**src/hw/rtl/aiou_vol.sv**
```systemverilog
// ----------------------------------------------------------------------------
// aiou_vol: three-stage volume multiplier
// Forms sx*sy*sz exactly, with no product wider than 2*COORD_BITS bits.
// ----------------------------------------------------------------------------
module aiou_vol #(
  parameter int COORD_BITS = 16
) (
  input  logic                    clk,
  input  logic [COORD_BITS-1:0]   sx,
  input  logic [COORD_BITS-1:0]   sy,
  input  logic [COORD_BITS-1:0]   sz,
  output logic [3*COORD_BITS-1:0] vol
);
  localparam int C  = COORD_BITS;
  localparam int PW = 2 * C;
  localparam int VW = 3 * C;

  logic [PW-1:0] pxy_r, pxy_nxt;
  logic [C-1:0]  sz_r;
  logic [PW-1:0] plo_r, plo_nxt;
  logic [PW-1:0] phi_r, phi_nxt;
  logic [VW-1:0] vol_r, vol_nxt;

  // form the partial products and the final sum
  always_comb begin
    pxy_nxt = PW'(sx) * PW'(sy);
    plo_nxt = PW'(pxy_r[C-1:0]) * PW'(sz_r);
    phi_nxt = PW'(pxy_r[PW-1:C]) * PW'(sz_r);
    vol_nxt = VW'(plo_r) + {phi_r, {C{1'b0}}};
  end

  // advance the multiplier stages
  always_ff @(posedge clk) begin
    pxy_r <= pxy_nxt;
    sz_r  <= sz;
    plo_r <= plo_nxt;
    phi_r <= phi_nxt;
    vol_r <= vol_nxt;
  end

  assign vol = vol_r;

endmodule

```
**config.mk**
```make
export PLATFORM = sky130hd
export DESIGN_NAME = aiou_vol
export DESIGN_NICKNAME = d
export VERILOG_FILES = /design/src/hw/rtl/aiou_vol.sv
export SDC_FILE = /design/constraint.sdc
export NUM_CORES = 2
export LEC_CHECK = 0
export BUFFER_PORTS_ARGS = -buffer_cell sky130_fd_sc_hd__buf_4
export CAP_MARGIN = 10
export CELL_PAD_IN_SITES_DETAIL_PLACEMENT = 0
export CELL_PAD_IN_SITES_GLOBAL_PLACEMENT = 1
export CORE_AREA = 2 2 244 246
export DETAILED_ROUTE_END_ITERATION = 8
export DIE_AREA = 0 0 246 248
export PLACE_DENSITY = 0.93
export SKIP_CTS_REPAIR_TIMING = 1
export SYNTH_ARGS = -nofsm -noshare
export SYNTH_HDL_FRONTEND = slang
export SYNTH_SLANG_ARGS = --single-unit
```
**constraint.sdc**
```tcl
create_clock -name clk -period 8.1 [get_ports clk]
set_input_delay 0.405 -clock clk [delete_from_list [all_inputs] [get_ports clk]]
set_output_delay 0.405 -clock clk [all_outputs]
set_load 0.1 [all_outputs]
```
==> flow_results.org <==
** Synthesis
- The number of nets handed over by synthesis was 4204.
- A synthesized cell averages 9.13 sq um.
- Counting flops with a built-in enable in the synthesized netlist gives 0.
- The most used flip-flop cell after synthesis is dfxtp_1.
- Yosys mapped the design onto 62 distinct sky130hd cell types.
- Cell count after synthesis :: 3244
- Counting flops and latches in the post-synthesis netlist gives 160.
- The Yosys step of the flow raised 0 warnings.
- Synthesized cell area :: 29600 sq um
- Of the synthesized area, sequential elements account for 10.8%.
- Fraction of registers with async set or reset after synthesis :: 0%

** Die
- Number of rows in the core area :: 89
- The die covers 61000 sq um.
- The floorplan step set the die height to 248 microns.
- From left edge to right edge, the die measures 246 microns.
- Num ports :: 97
- The total area inside the core boundary comes to 58500 sq um.
- Initial Util :: 50.6%

** Flow run
- Max-cap violations :: 0

** Worst setup path
- Among the stages of the critical path, the cell type that occurs most often is fa_1.
- STA classifies the critical path endpoint as a flip-flop.
- Crit path max-delay cell type :: dfxtp_1
- Register-to-register setup slack :: 1.06 ns
- Critical path origin :: sz_r[1]$_DFF_P_
- Crit Path Class :: flip-flop to flip-flop
- STA classifies the critical path startpoint as a flip-flop.
- In this design, the stage delay of the slowest critical-path cell is 1.08 ns.
- Highest net fanout along the worst path :: 25
- At the worst endpoint, the required time is 8.50 ns.
- CP arrival :: 7.44 ns
- Cells along the critical path :: nand2_1, fa_1, fa_1, inv_1, fa_1, fa_1, fa_1, inv_1, fa_1, inv_1, ha_1, a21oi_1, o21ai_0, nor4_1, a2111oi_0, or3_1, a221oi_1, o21ai_0, xor2_1
- FF-to-FF Start :: sz_r[1]$_DFF_P_

** STA
- At the pin with the least slew margin, the transition time is 1.15 ns.
- Relative slew slack :: 23.5%
- Setup violations remaining at the end of the flow were counted as 0.
- Minimum hold slack :: 0.0226 ns
- Final Hold Viols :: 0
- Counting I/O delays and the setup requirement, the final critical path takes 7.04 ns.
- Based on the critical path, the design can be clocked at up to 142 MHz.
- Count of pins over their slew limit :: 0
- Max Clock Skew :: 0.0150 ns
- Final clock period utilization by the worst path :: 87.0%
- Aggregate negative setup slack :: 0 ns
- Setup repair after global routing left no endpoint under its margin.
- The worst path meets setup with 1.06 ns of slack.

** Layout
- Commonest cells after routing, fill and taps aside :: 692 x inv_1, 583 x fa_1, 466 x nand2_1
- Final core utilization :: 54.1%
- The number of antenna diodes in the final layout is 0.
- Fill cells in the final layout number 5301.
- After the last flow step, the layout net total stands at 4219.
- Share of post-route cells with drive strength above 1 :: 5.29%
- The library cell used most frequently in the layout, excluding fill and tap cells, is inv_1.
- Area occupied by registers :: 3200 sq um
- Area of the multi-input gates :: 23300 sq um
- Area grow syn2layout :: 6.83%

** Detailed routing
- The final layout contains routed wiring with a total length of 65500 microns.
- Total number of vias :: 21100
- Count of TritonRoute iterations in the first routing pass :: 5
- Number of remaining DRC errors :: 0
- Number of routed nets with antenna violations :: 0
- Dividing the detail-routed wire length by the instance count gives 16.2 microns.
- Post-detailed-route via-to-cell ratio :: 5.22
- Violation count after the first detailed-routing iteration :: 1095

** GRT
- Remaining global-route overflow :: 0
- Global routing consumed, over all layers together, 23.1% of the routing resources.
- Initial antenna violation count :: 2
- The via count of the first global-routing pass is 22600.
- Wire length of the first global-routing pass :: 112000 microns
- Maximum number of pins on one net before global-route repair :: 33

** Clock tree
- Buffers inserted during clock tree synthesis total 17.
- The tree is rooted in a clkbuf_16.
- Clock Sink Count :: 160
- H-tree depth :: 4
- After clock tree synthesis, the clock-pin slew on the worst setup and hold paths is 0.08 ns.
- The later pin in the worst-skew pair is clocked with a latency of 0.48 ns.
- In this run the deepest clock path goes through 2 buffers.
- TritonCTS built the clock tree.

** Placed design
- Detailed placement ended at an HPWL of 53200 microns.
- Number of input and output port buffers inserted :: 96
- Worst slack after detailed placement :: 1.16 ns
- Routability-driven placement finished with a final weighted congestion of 0.876.

** Outcome
- The flow ran to the end, and the final reports show no timing, DRC or antenna violations.

** Min path
- In this run the worst hold path is classified as input pin to flip-flop.
- Beginning of the worst hold path :: sz[6]
[through the flow]
step	cells	instance area [sq um]
floorplan	3244	29600
global placement	4013	31000
detailed placement	4013	31000
CTS	4045	31600
global route	4045	31600
finish	4045	31600
[state kept, by name, summed over array words and instances, names as in the netlist]
register	flops
sz_r	16
pxy_r	32
plo_r	32
vol	48
phi_r	32
[layout make-up]
cell class / count / area share (%)
clock inverter: 15 / 0.589
clock buffer: 17 / 1.35
multi-input combinational: 2265 / 73.7
tap: 773 / 3.06
sequential: 160 / 10.1
inverter: 692 / 8.21
timing repair buffer: 123 / 2.92
[final timing paths]
kind	cells past startpoint	end
worst max-delay path	19	phi_r[30]$_DFF_P_
worst min-delay path	1	sz_r[6]$_DFF_P_
worst max register to register	19	phi_r[30]$_DFF_P_
worst min register to register	0	vol[9]$_DFF_P_
[cell usage after synthesis, drive strengths merged, types with 6 or more instances]
| cell type | instances | share of area [%] |
|---|---|---|
| inv | 692 | 8.8 |
| fa | 583 | 39 |
| nand2 | 466 | 5.9 |
| and2 | 351 | 7.4 |
| ha | 328 | 14 |
| dfxtp | 160 | 11 |
| clkbuf | 125 | 1.6 |
| a21oi | 89 | 1.5 |
| xnor2 | 73 | 2.2 |
| o21ai | 47 | 0.79 |
| a21o | 46 | 1.2 |
| nor2 | 46 | 0.58 |
| xor2 | 42 | 1.2 |
| nand3 | 22 | 0.37 |
| o21bai | 17 | 0.43 |
| a211oi | 12 | 0.32 |
| and3 | 12 | 0.26 |
| nand2b | 12 | 0.25 |
| a31oi | 11 | 0.27 |
| nand4 | 11 | 0.23 |
| nor3 | 11 | 0.19 |
| nor2b | 9 | 0.19 |
| o21a | 8 | 0.20 |
| a211o | 6 | 0.18 |
[cell families (layout without fill, tap and decap cells)]
logic type                 after synthesis  count (layout)  share of synthesized area, %
and+or+nand+nor                        961             961                          15.9
adders and majority gates              911             911                          53.3
buffers and inverters                  819             847                          10.4
AOI/OAI and AO/OA                      278             278                          6.18
DFF                                    160             160                          10.8
xor gates and xnor gates               115             115                          3.40
[per-layer routing]
metal | up-vias | routed length, microns | track usage, %
li1 | 9797 | - | -
met1 | 10500 | 28200 | 30.3
met2 | 657 | 31100 | 38.6
met3 | 115 | 4250 | 3.88
met4 | 4 | 1980 | 8.09
met5 | - | 31 | 0
[critical path: cells and delay by family (launching register included)]
| family | cells | cell delay (ns) |
|---|---|---|
| xor+xnor | 1 | 0.18 |
| compound gates | 5 | 1.60 |
| fa+ha+maj | 7 | 3.41 |
| simple gates | 3 | 0.55 |
| flops | 1 | 1.08 |
| buf+inv | 3 | 0.14 |
Power is left out: the tool's default activity adds up to more than one toggle a clock period on the data nets, which glitch-free logic cannot reach.
