==> src/hw/rtl/aiou_pkg.sv <==
// ----------------------------------------------------------------------------
// aiou_pkg: shared types for the 3D box IoU core
// Holds the per-item control word that travels down the pipeline.
// ----------------------------------------------------------------------------
package aiou_pkg;

  // number of spatial axes
  localparam int AXES = 3;

  // control word that rides along with each item
  typedef struct packed {
    logic vld;    // item present in this stage
    logic touch;  // both boxes valid and in contact
    logic va;     // box A valid
    logic vb;     // box B valid
    logic ok;     // touch and nonzero union: quotient is meaningful
  } ctl_t;

endpackage

==> src/hw/rtl/aiou_div_cell.sv <==
// ----------------------------------------------------------------------------
// aiou_div_cell: one restoring division cell
// Resolves one quotient bit per item and hands the shifted remainder on.
// ----------------------------------------------------------------------------
module aiou_div_cell #(
  parameter int UW = 49,
  parameter int RW = 50,
  parameter int QW = 17
) (
  input  logic            clk,
  input  logic            rst_n,
  input  aiou_pkg::ctl_t  ctl_i,
  input  logic [UW-1:0]   u_i,
  input  logic [RW-1:0]   rem_i,
  input  logic [QW-1:0]   q_i,
  output aiou_pkg::ctl_t  ctl_o,
  output logic [UW-1:0]   u_o,
  output logic [RW-1:0]   rem_o,
  output logic [QW-1:0]   q_o
);
  import aiou_pkg::*;

  ctl_t          ctl_r;
  logic [UW-1:0] u_r;
  logic [RW-1:0] rem_r, rem_nxt;
  logic [QW-1:0] q_r, q_nxt;
  logic          ge;
  logic [RW-1:0] diff;
  logic [UW-1:0] d;

  // compare, subtract when the divisor fits, shift for the next bit
  always_comb begin
    ge      = rem_i >= {1'b0, u_i};
    diff    = rem_i - {1'b0, u_i};
    d       = ge ? diff[UW-1:0] : rem_i[UW-1:0];
    rem_nxt = {d, 1'b0};
    q_nxt   = {q_i[QW-2:0], ge};
  end

  // hold control under reset
  always_ff @(posedge clk) begin
    if (!rst_n) begin
      ctl_r <= '0;
    end else begin
      ctl_r <= ctl_i;
    end
  end

  // advance the payload
  always_ff @(posedge clk) begin
    u_r   <= u_i;
    rem_r <= rem_nxt;
    q_r   <= q_nxt;
  end

  assign ctl_o = ctl_r;
  assign u_o   = u_r;
  assign rem_o = rem_r;
  assign q_o   = q_r;

endmodule

==> config.mk <==
export PLATFORM = sky130hd
export DESIGN_NAME = aiou_div_cell
export DESIGN_NICKNAME = d
export VERILOG_FILES = /design/src/hw/rtl/aiou_pkg.sv /design/src/hw/rtl/aiou_div_cell.sv
export SDC_FILE = /design/constraint.sdc
export NUM_CORES = 1
export LEC_CHECK = 0
export ABC_AREA = 1
export BUFFER_PORTS_ARGS = -buffer_cell sky130_fd_sc_hd__clkbuf_2
export CAP_MARGIN = 20
export CORE_ASPECT_RATIO = 0.8
export CORE_MARGIN = 2
export CORE_UTILIZATION = 42
export CTS_CLUSTER_SIZE = 14
export DETAILED_ROUTE_END_ITERATION = 6
export GPL_ROUTABILITY_DRIVEN = 0
export PLACE_DENSITY = 0.7
export SETUP_SLACK_MARGIN = 0.5
export SLEW_MARGIN = 10
export SYNTH_ARGS = -nofsm -noshare
export SYNTH_HDL_FRONTEND = slang
export SYNTH_SLANG_ARGS = --single-unit
==> constraint.sdc <==
create_clock -name clk -period 2.05 [get_ports clk]
set_input_delay 0.41 -clock clk [delete_from_list [all_inputs] [get_ports clk]]
set_output_delay 0.41 -clock clk [all_outputs]
set_load 0.02 [all_outputs]
==> run metrics, run 1 <==
largest vdd supply drop 0.5735 mV; Post-Route Setup TNS 0 ps; count of endpoints failing hold in the final timing report 0; flip-flop and latch count after synthesis 120; area of all placed cells without fillers 12800 sq um; per-instance average area after synthesis 5.969 sq um; maximum count of clock buffers along a single path 2; Critical Path Stages 17; Post-Place Cell Area 10680 sq um; H-tree depth 4; number of antenna violations at the first check in global routing 0; most repeated library cell on the critical path sky130_fd_sc_hd__nand2_2; number of stages on the worst hold path 1; initial cell density of the core 43.04%; highest cell delay on the worst timing path 250 ps; vias per cell 4.925; share of the clock period used by the worst path after layout 93.89%; critical path, cell by cell clkbuf_2 -> inv_2 -> ha_4 -> nand2_2 -> nand2_2 -> nand2_1 -> nand2_2 -> inv_1 -> nand2_1 -> nand2_1 -> nand2_2 -> a21oi_4 -> nand3_4 -> buf_12 -> clkbuf_16 -> nand2_2 -> nand2_1; xor and xnor fraction of the mapped netlist area 2.800%; clock transition at the register clock pins on the worst setup and hold paths after CTS 60 ps; post-DR wirelength/cell 14.72 microns; total of endpoints with negative setup slack in the final report 0; Total Nets Final 1902; core area 18170 sq um; largest family of logic cells by synthesized area simple AND/OR/NAND/NOR gates; # clock sinks 120; remaining antenna violation count after routing 0; antenna diode count 0; final global-route overflow total 0; first-pass iteration count of the detailed router 6; met3 track demand over resource in global routing 6.986%; pin count of the biggest net entering global routing 28; GR Util met2 43.46%; clock period minus worst slack 1925 ps; number of clock buffers inserted by TritonCTS 17; outcome finished clean; floorplan row count 44; Clock Power Share 34.7%; largest driver fanout on the critical path 5; net switching share of the total power 35.21%; CP bufs+invs 5; fraction of final layout cells sized beyond drive strength 1 41.68%; vias in the first global route 8807; Switching Power 3.236 mW; GRT Overall Usage 27.41%; most common cell after layout, fill and taps aside sky130_fd_sc_hd__nand2_1; leading cell types in the layout, fill and taps excluded 438 x sky130_fd_sc_hd__nand2_1, 262 x sky130_fd_sc_hd__inv_1, 228 x sky130_fd_sc_hd__clkbuf_2; total via count in the routed design 9712; internal portion of total power 5.953 mW; area of the die 19730 sq um; DR iter-0 viols 745; post-synthesis instance area 7820 sq um; count of different cell masters after synthesis 28; fraction of the mapped netlist area in simple logic gates 40.40%; met1 track demand over resource 36.15%; Worst Hold Margin 74.73 ps; gate count after technology mapping 1310; type of the worst min-delay path input port to register; category of the worst setup path capture point register; Gate power share 36.2%; sequential cell fraction of total power 29.1%; Critical Setup Path Class input port to register; Max Freq 519.6 MHz; max-cap viol count 0; total detailed-routing wirelength 29040 microns; CP max stage cell sky130_fd_sc_hd__ha_4; Post-Syn Nets 1483; boundary pin count 244; detailed placement HPWL 20130 microns; DR DRC count 0; core utilization of the finished layout 70.48%; count of input and output buffers 241; post-synthesis mux area share 0%; width of the die 156.6 microns; leakage power total 7.327 nW; busiest metal layer after global routing met2; critical path launch point type input port; RSZ-0062 raised after global routing true; adder-cell share of the synthesized area 8.096%; vertical die dimension 126.0 microns; area grow syn2layout 63.74%; Worst Path Arrival 2260 ps; least setup slack across all paths after layout 125.3 ps; Power Dens Cells 717.6 nW/um^2; CTS tree done; Post-Place Worst Slack -311.1 ps; required time at the endpoint of the critical path 2380 ps; global-route wire length before repair 42360 microns; max-slew violation total from the final report 0; Synth Area in Compound Gates 2.256%; CP delay by family, top simple AND/OR/NAND/NOR gates; clock root cell sky130_fd_sc_hd__clkbuf_16; yosys warns 0; part of the Yosys area used for sequential elements 30.72%
-- cells in the mapped netlist --
cell type                  count  area [sq um]
sky130_fd_sc_hd__buf_6         2         22.52
sky130_fd_sc_hd__or2_1         1         6.260
sky130_fd_sc_hd__xor2_1       25         219.0
sky130_fd_sc_hd__nor2_2        7         43.79
sky130_fd_sc_hd__fa_1          1         20.02
sky130_fd_sc_hd__nor4_1        3         18.77
sky130_fd_sc_hd__a21oi_1      29         145.1
sky130_fd_sc_hd__nand3b_1      1         7.510
sky130_fd_sc_hd__nand3_1      44         220.2
sky130_fd_sc_hd__o21bai_1      3         22.52
sky130_fd_sc_hd__dfxtp_1     120          2402
sky130_fd_sc_hd__nand4_1      60         375.4
sky130_fd_sc_hd__nand2_2       1         6.260
sky130_fd_sc_hd__a21oi_2       1         8.760
sky130_fd_sc_hd__and2_1        1         6.260
sky130_fd_sc_hd__inv_1       292          1096
sky130_fd_sc_hd__buf_4         2         15.01
sky130_fd_sc_hd__nor2_1       87         326.6
sky130_fd_sc_hd__nor4_4        1         21.27
sky130_fd_sc_hd__nor3_2        1         10.01
sky130_fd_sc_hd__clkbuf_1      9         33.78
sky130_fd_sc_hd__nand3_2       4         40.04
sky130_fd_sc_hd__ha_1         49         613.1
sky130_fd_sc_hd__buf_2         8         40.04
sky130_fd_sc_hd__conb_1        1         3.750
sky130_fd_sc_hd__inv_2         5         18.77
sky130_fd_sc_hd__nand2_1     548          2057
sky130_fd_sc_hd__nor3_1        4         20.02
-- per-stage QoR --
step | total power, mW | std cells
6_report | 9.189 | 1972
5_1_grt | 9.630 | 1972
4_1_cts | 8.900 | 1955
3_5_place_dp | 5.397 | 1898
3_3_place_gp | 5.356 | 1898
2_1_floorplan | 4.317 | 1310
-- logic make-up (layout without fill, tap and decap cells) --
logic type / Yosys count / after routing
and+or+nand+nor: 763 / 763
buffers and inverters: 318 / 750
DFF: 120 / 120
adders and majority gates: 50 / 50
AOI/OAI and AO/OA: 33 / 33
xor gates and xnor gates: 25 / 25
other: 1 / 1
-- worst paths after layout --
kind,from,endpoint,slack (ps)
worst min-delay path,u_i[35],u_o[35],70
worst max-delay path,u_i[23],rem_o[34],130
-- flip-flops by register name, indices dropped and copies added (netlist names) --
name,cells
ctl_o,5
q_o,17
rem_o,49
u_o,49
-- routing by layer --
| metal | vias up | share of wire [%] |
|---|---|---|
| met2 | 510 | 44 |
| met3 | 87 | 11 |
| li1 | 4768 | - |
| met5 | - | 0 |
| met1 | 4347 | 42 |
| met4 | 0 | 3.2 |
-- final cells by class --
type	instances	area [sq um]
multi-input cells	872	5502
fillers	1497	5363
repair buffers	421	2864
flip-flops and latches	120	2402
inverters	297	1122
clock buffers	18	439.2
well taps	230	287.8
clock inverters	14	187.7
-- power by group through the flow --
| stage | combinational (mW) | sequential (mW) | clock [mW] |
|---|---|---|---|
| after floorplan | 1.25 | 3.07 | 0 |
| after global placement | 2.64 | 2.72 | 0 |
| after detailed placement | 2.67 | 2.72 | 0 |
| after CTS | 2.99 | 2.67 | 3.24 |
| after global routing | 3.59 | 2.69 | 3.35 |
| final | 3.33 | 2.67 | 3.19 |
-- what timing repair did --
action                     CTS  global route
setup endpoints to repair   50            50
cloned                       5             3
hold buffers                 0             0
pin swaps                    9            62
gates resized for setup    119           166
setup buffers               20            14
Power figures use the tool's default switching activity.
==> run 2, diff against run 1 <==
--- a/config.mk
+++ b/config.mk
@@ -9,7 +9,6 @@
 export BUFFER_PORTS_ARGS = -buffer_cell sky130_fd_sc_hd__clkbuf_2
 export CAP_MARGIN = 20
 export CORE_ASPECT_RATIO = 0.8
-export CORE_MARGIN = 2
 export CORE_UTILIZATION = 42
 export CTS_CLUSTER_SIZE = 14
 export DETAILED_ROUTE_END_ITERATION = 6
==> run 2 against run 1 <==
Net effect:
- via count fell by 3.3%
- final area grew 0.29%
- sequential power hardly changed
- critical path type unchanged
- combinational power is 2% higher
- largest cell class unchanged
- highest routed layer unchanged
- setup slack improved by 54 ps
==> run metrics, run 2 (synthesized netlist as in run 1, its figures left out) <==
RSZ-0062 raised after global routing true; Power Dens Cells 707.7 nW/um^2; share of the clock period used by the worst path after layout 91.26%; first-pass iteration count of the detailed router 5; antenna diode count 0; total via count in the routed design 9393; critical path launch point type input port; clock period minus worst slack 1871 ps; category of the worst setup path capture point register; post-layout instance count excluding filler cells 1964; number of antenna violations at the first check in global routing 0; critical path, cell by cell clkbuf_2 -> inv_2 -> ha_4 -> nand2_2 -> nor2_1 -> buf_4 -> nand2_1 -> nor2_1 -> inv_1 -> buf_4 -> nor2_1 -> nand2_1 -> nand4_1 -> nand2_1 -> nand2_1 -> nand2_1; total of endpoints with negative setup slack in the final report 0; most repeated library cell on the critical path sky130_fd_sc_hd__nand2_1; post-DR wirelength/cell 14.05 microns; Sequential cell area 2402 sq um; leading cell types in the layout, fill and taps excluded 409 x sky130_fd_sc_hd__nand2_1, 263 x sky130_fd_sc_hd__inv_1, 238 x sky130_fd_sc_hd__clkbuf_2; initial cell density of the core 43.04%; CP Launch Point u_i[27]; required time at the endpoint of the critical path 2370 ps; CP max stage cell sky130_fd_sc_hd__ha_4; sequential cell fraction of total power 29.4%; global-route wire length before repair 40270 microns; pin count of the biggest net entering global routing 50; largest vdd supply drop 0.5086 mV; CTS tree done; post-placement cell count 1908; largest driver fanout on the critical path 5; vias per cell 4.783; CP bufs+invs 5; CP delay by family, top simple AND/OR/NAND/NOR gates; clock root cell sky130_fd_sc_hd__clkbuf_16; detailed placement HPWL 20140 microns; area of the die 19170 sq um; final global-route overflow total 0; Clock Power Share 33.2%; most common cell after layout, fill and taps aside sky130_fd_sc_hd__nand2_1; width of the die 154.6 microns; count of input and output buffers 241; total detailed-routing wirelength 27600 microns; clock transition at the register clock pins on the worst setup and hold paths after CTS 60 ps; DR iter-0 viols 712; max-slew violation total from the final report 0; count of endpoints failing hold in the final timing report 0; Post-Route Setup TNS 0 ps; filler instances 1501; fraction of final layout cells sized beyond drive strength 1 43.19%; outcome finished clean; # clock sinks 120; boundary pin count 244; max-cap viol count 0; Switching Power 3.262 mW; GRT Overall Usage 27.05%; maximum count of clock buffers along a single path 2; HP Start q_i[13]; H-tree depth 4; DR DRC count 0; Critical Setup Path Class input port to register; type of the worst min-delay path input port to register; leakage power total 7.324 nW; floorplan row count 44; vias in the first global route 8453; Max Freq 534.5 MHz; Worst Path Arrival 2190 ps; area grow syn2layout 64.22%; total power 9.089 mW; Total Nets Final 1894; internal portion of total power 5.827 mW; remaining antenna violation count after routing 0; area of the multi-input gates 5722 sq um; Worst Hold Margin 84.06 ps; number of clock buffers inserted by TritonCTS 17; core area 18170 sq um; core utilization of the finished layout 70.69%; net switching share of the total power 35.89%; hold buffers post-CTS 0; Gate power share 37.3%; vertical die dimension 124.0 microns; highest cell delay on the worst timing path 290 ps
run 2: timing repair:
item / in CTS / in global routing
pin swaps: 34 / 46
gates resized for setup: 85 / 226
cloned: 3 / 3
setup buffers: 12 / 6
endpoints found under the setup margin: 50 / 50
run 2: per-stage QoR:
| step | cell area [sq um] | worst slack (ps) |
|---|---|---|
| 5_1_grt | 12840 | 90.29 |
| 4_1_cts | 11920 | 240.7 |
| 3_5_place_dp | 10790 | -307.5 |
| 3_3_place_gp | 10790 | -246.6 |
| 6_report | 12840 | 179.2 |
| 2_1_floorplan | 8255 | 101.1 |
run 2: worst paths after layout:
path	to	slack (ps)	cells after the start
hold / removal	q_o[14]	80	1
setup / recovery	rem_o[47]	180	16
run 2: layout make-up:
cell class,count,share of cell area (%)
well taps,230,2.241
inverters,297,8.700
clock inverters,15,1.276
multi-input cells,872,44.55
repair buffers,413,21.21
flip-flops and latches,120,18.71
clock buffers,17,3.313
run 2: power by group through the flow:
stage          Clock (mW)  Combinational [mW]  Sequential (mW)
6_report             3.02                3.39             2.67
5_1_grt              3.20                3.67             2.69
4_1_cts              3.07                2.93             2.68
3_5_place_dp            0                2.71             2.72
3_3_place_gp            0                2.67             2.72
2_1_floorplan           0                1.25             3.07
run 2: per-layer routing:
| layer | wire length, microns | global-route usage (%) | vias to the layer above |
|---|---|---|---|
| met3 | 2250 | 5.811 | 50 |
| met5 | 0 | 0 | - |
| met4 | 530 | 8.354 | 0 |
| met1 | 12640 | 36.26 | 4220 |
| met2 | 12170 | 43.55 | 383 |
| li1 | - | - | 4740 |
==> run 3, diff against run 2 <==
--- a/config.mk
+++ b/config.mk
@@ -14,7 +14,7 @@
 export DETAILED_ROUTE_END_ITERATION = 6
 export GPL_ROUTABILITY_DRIVEN = 0
 export PLACE_DENSITY = 0.7
-export SETUP_SLACK_MARGIN = 0.5
+export SETUP_SLACK_MARGIN = 0.2
 export SLEW_MARGIN = 10
 export SYNTH_ARGS = -nofsm -noshare
 export SYNTH_HDL_FRONTEND = slang
==> run 3 against run 2 <==
Net effect:
- power is 5.6% lower
- utilization is 5.8 points lower
- clock-buffer cell count stayed put
- setup slack worse by 51 ps
- non-clock buffer count is 16 lower
- routed wire length is 5.1% lower
- critical path depth stayed put
- hold slack worse by 2.9 ps
- fmax is 2.7% lower
- sequential share of layout area is 1.7 points higher
- combinational power is 14% lower
- sequential power hardly changed
- critical endpoint is now rem_o[20]
==> run metrics, run 3 (synthesized netlist as in run 1, its figures left out) <==
detailed placement HPWL 20140 microns; # clock sinks 120; final global-route overflow total 0; number of clock buffers inserted by TritonCTS 17; most common cell after layout, fill and taps aside sky130_fd_sc_hd__nand2_1; number of antenna violations at the first check in global routing 0; vias per cell 4.717; highest cell delay on the worst timing path 330 ps; H-tree depth 4; hold buffers post-CTS 0; HP Start q_i[13]; GRT Overall Usage 25.87%; CP bufs+invs 6; Max Freq 520.3 MHz; Worst Path Arrival 2240 ps; DR iter-0 viols 721; Power Dens Cells 727.5 nW/um^2; width of the die 154.6 microns; total power 8.577 mW; maximum count of clock buffers along a single path 2; core area 18170 sq um; least setup slack across all paths after layout 128.0 ps; filler instances 1702; largest driver fanout on the critical path 3; required time at the endpoint of the critical path 2370 ps; first-pass iteration count of the detailed router 5; boundary pin count 244; share of the clock period used by the worst path after layout 93.76%; count of endpoints failing hold in the final timing report 0; leakage power total 7.031 nW; Post-Place Worst Slack -307.5 ps; vertical die dimension 124.0 microns; remaining antenna violation count after routing 0; critical path launch point type input port; max-slew violation total from the final report 0; post-layout instance count excluding filler cells 1948; Critical Setup Path Class input port to register; critical path, cell by cell clkbuf_2 -> inv_1 -> ha_1 -> buf_4 -> nand2_1 -> inv_1 -> nand2_1 -> nand2_1 -> nand2_1 -> nand2_1 -> inv_1 -> nand3_1 -> buf_4 -> xor2_1 -> nand2_1 -> nand2_1; Total Nets Final 1878; category of the worst setup path capture point register; antenna diode count 0; post-placement cell count 1908; total via count in the routed design 9188; clock transition at the register clock pins on the worst setup and hold paths after CTS 60 ps; core utilization of the finished layout 64.90%; max-cap viol count 0; total detailed-routing wirelength 26180 microns; Worst Hold Margin 81.15 ps; CP Launch Point u_i[13]; outcome finished clean; initial cell density of the core 43.04%; type of the worst min-delay path input port to register; largest vdd supply drop 0.5125 mV; pin count of the biggest net entering global routing 50; post-DR wirelength/cell 13.44 microns; area of the die 19170 sq um; total of endpoints with negative setup slack in the final report 0; clock period minus worst slack 1922 ps; CP max stage cell sky130_fd_sc_hd__ha_1; area grow syn2layout 50.77%; DR DRC count 0; leading cell types in the layout, fill and taps excluded 517 x sky130_fd_sc_hd__nand2_1, 288 x sky130_fd_sc_hd__inv_1, 241 x sky130_fd_sc_hd__clkbuf_2; most repeated library cell on the critical path sky130_fd_sc_hd__nand2_1; RSZ-0062 raised after global routing true; global-route wire length before repair 38720 microns; count of input and output buffers 241; floorplan row count 44; CTS tree done; clock root cell sky130_fd_sc_hd__clkbuf_16; fraction of final layout cells sized beyond drive strength 1 32.31%; vias in the first global route 8250; CP delay by family, top simple AND/OR/NAND/NOR gates
[run 3: changes by cell type in the layout (fill, tap and decap cells not counted), sizes merged]
cell / before / now
clkbuf: 258 / 262
buf: 171 / 152
bufbuf: 1 / 0
[run 3: stage by stage]
| stage | TNS, ps | cell area, sq um |
|---|---|---|
| 4_1_cts | 0 | 11390 |
| 3_5_place_dp | -10140 | 10790 |
| 3_3_place_gp | -8286 | 10790 |
| 2_1_floorplan | 0 | 8255 |
| 5_1_grt | 0 | 11790 |
| 6_report | 0 | 11790 |
[run 3: path summary, 6_finish.rpt]
check  depth (start not counted)  slack [ps]        end
max                           16         130  rem_o[20]
min                            1          80    q_o[14]
[run 3: final cells by class]
cell class	count	area (sq um)	area share, %
multi-input cells	872	4867	41.28
clock inverters	15	163.9	1.390
well taps	230	287.8	2.441
flip-flops and latches	120	2402	20.38
inverters	297	1115	9.456
repair buffers	397	2529	21.45
clock buffers	17	425.4	3.608
[run 3: what timing repair did]
action,4_1_cts,5_1_grt
pin swaps,0,16
resized for setup,4,68
setup endpoints to repair,5,49
cloned,0,5
setup buffers,0,3
[run 3: metal layers]
layer,global-route usage [%],wire length [microns],up-vias
li1,-,-,4703
met1,34.80,12370,4056
met2,41.37,10980,385
met3,5.567,2285,44
met4,8.168,543,0
met5,0,0,-
[run 3: power by group]
group          internal [mW]  switching [mW]  leakage [nW]
clock                   1.81            1.19         0.279
sequential              2.60          0.0697          1.01
combinational           1.17            1.73          5.74
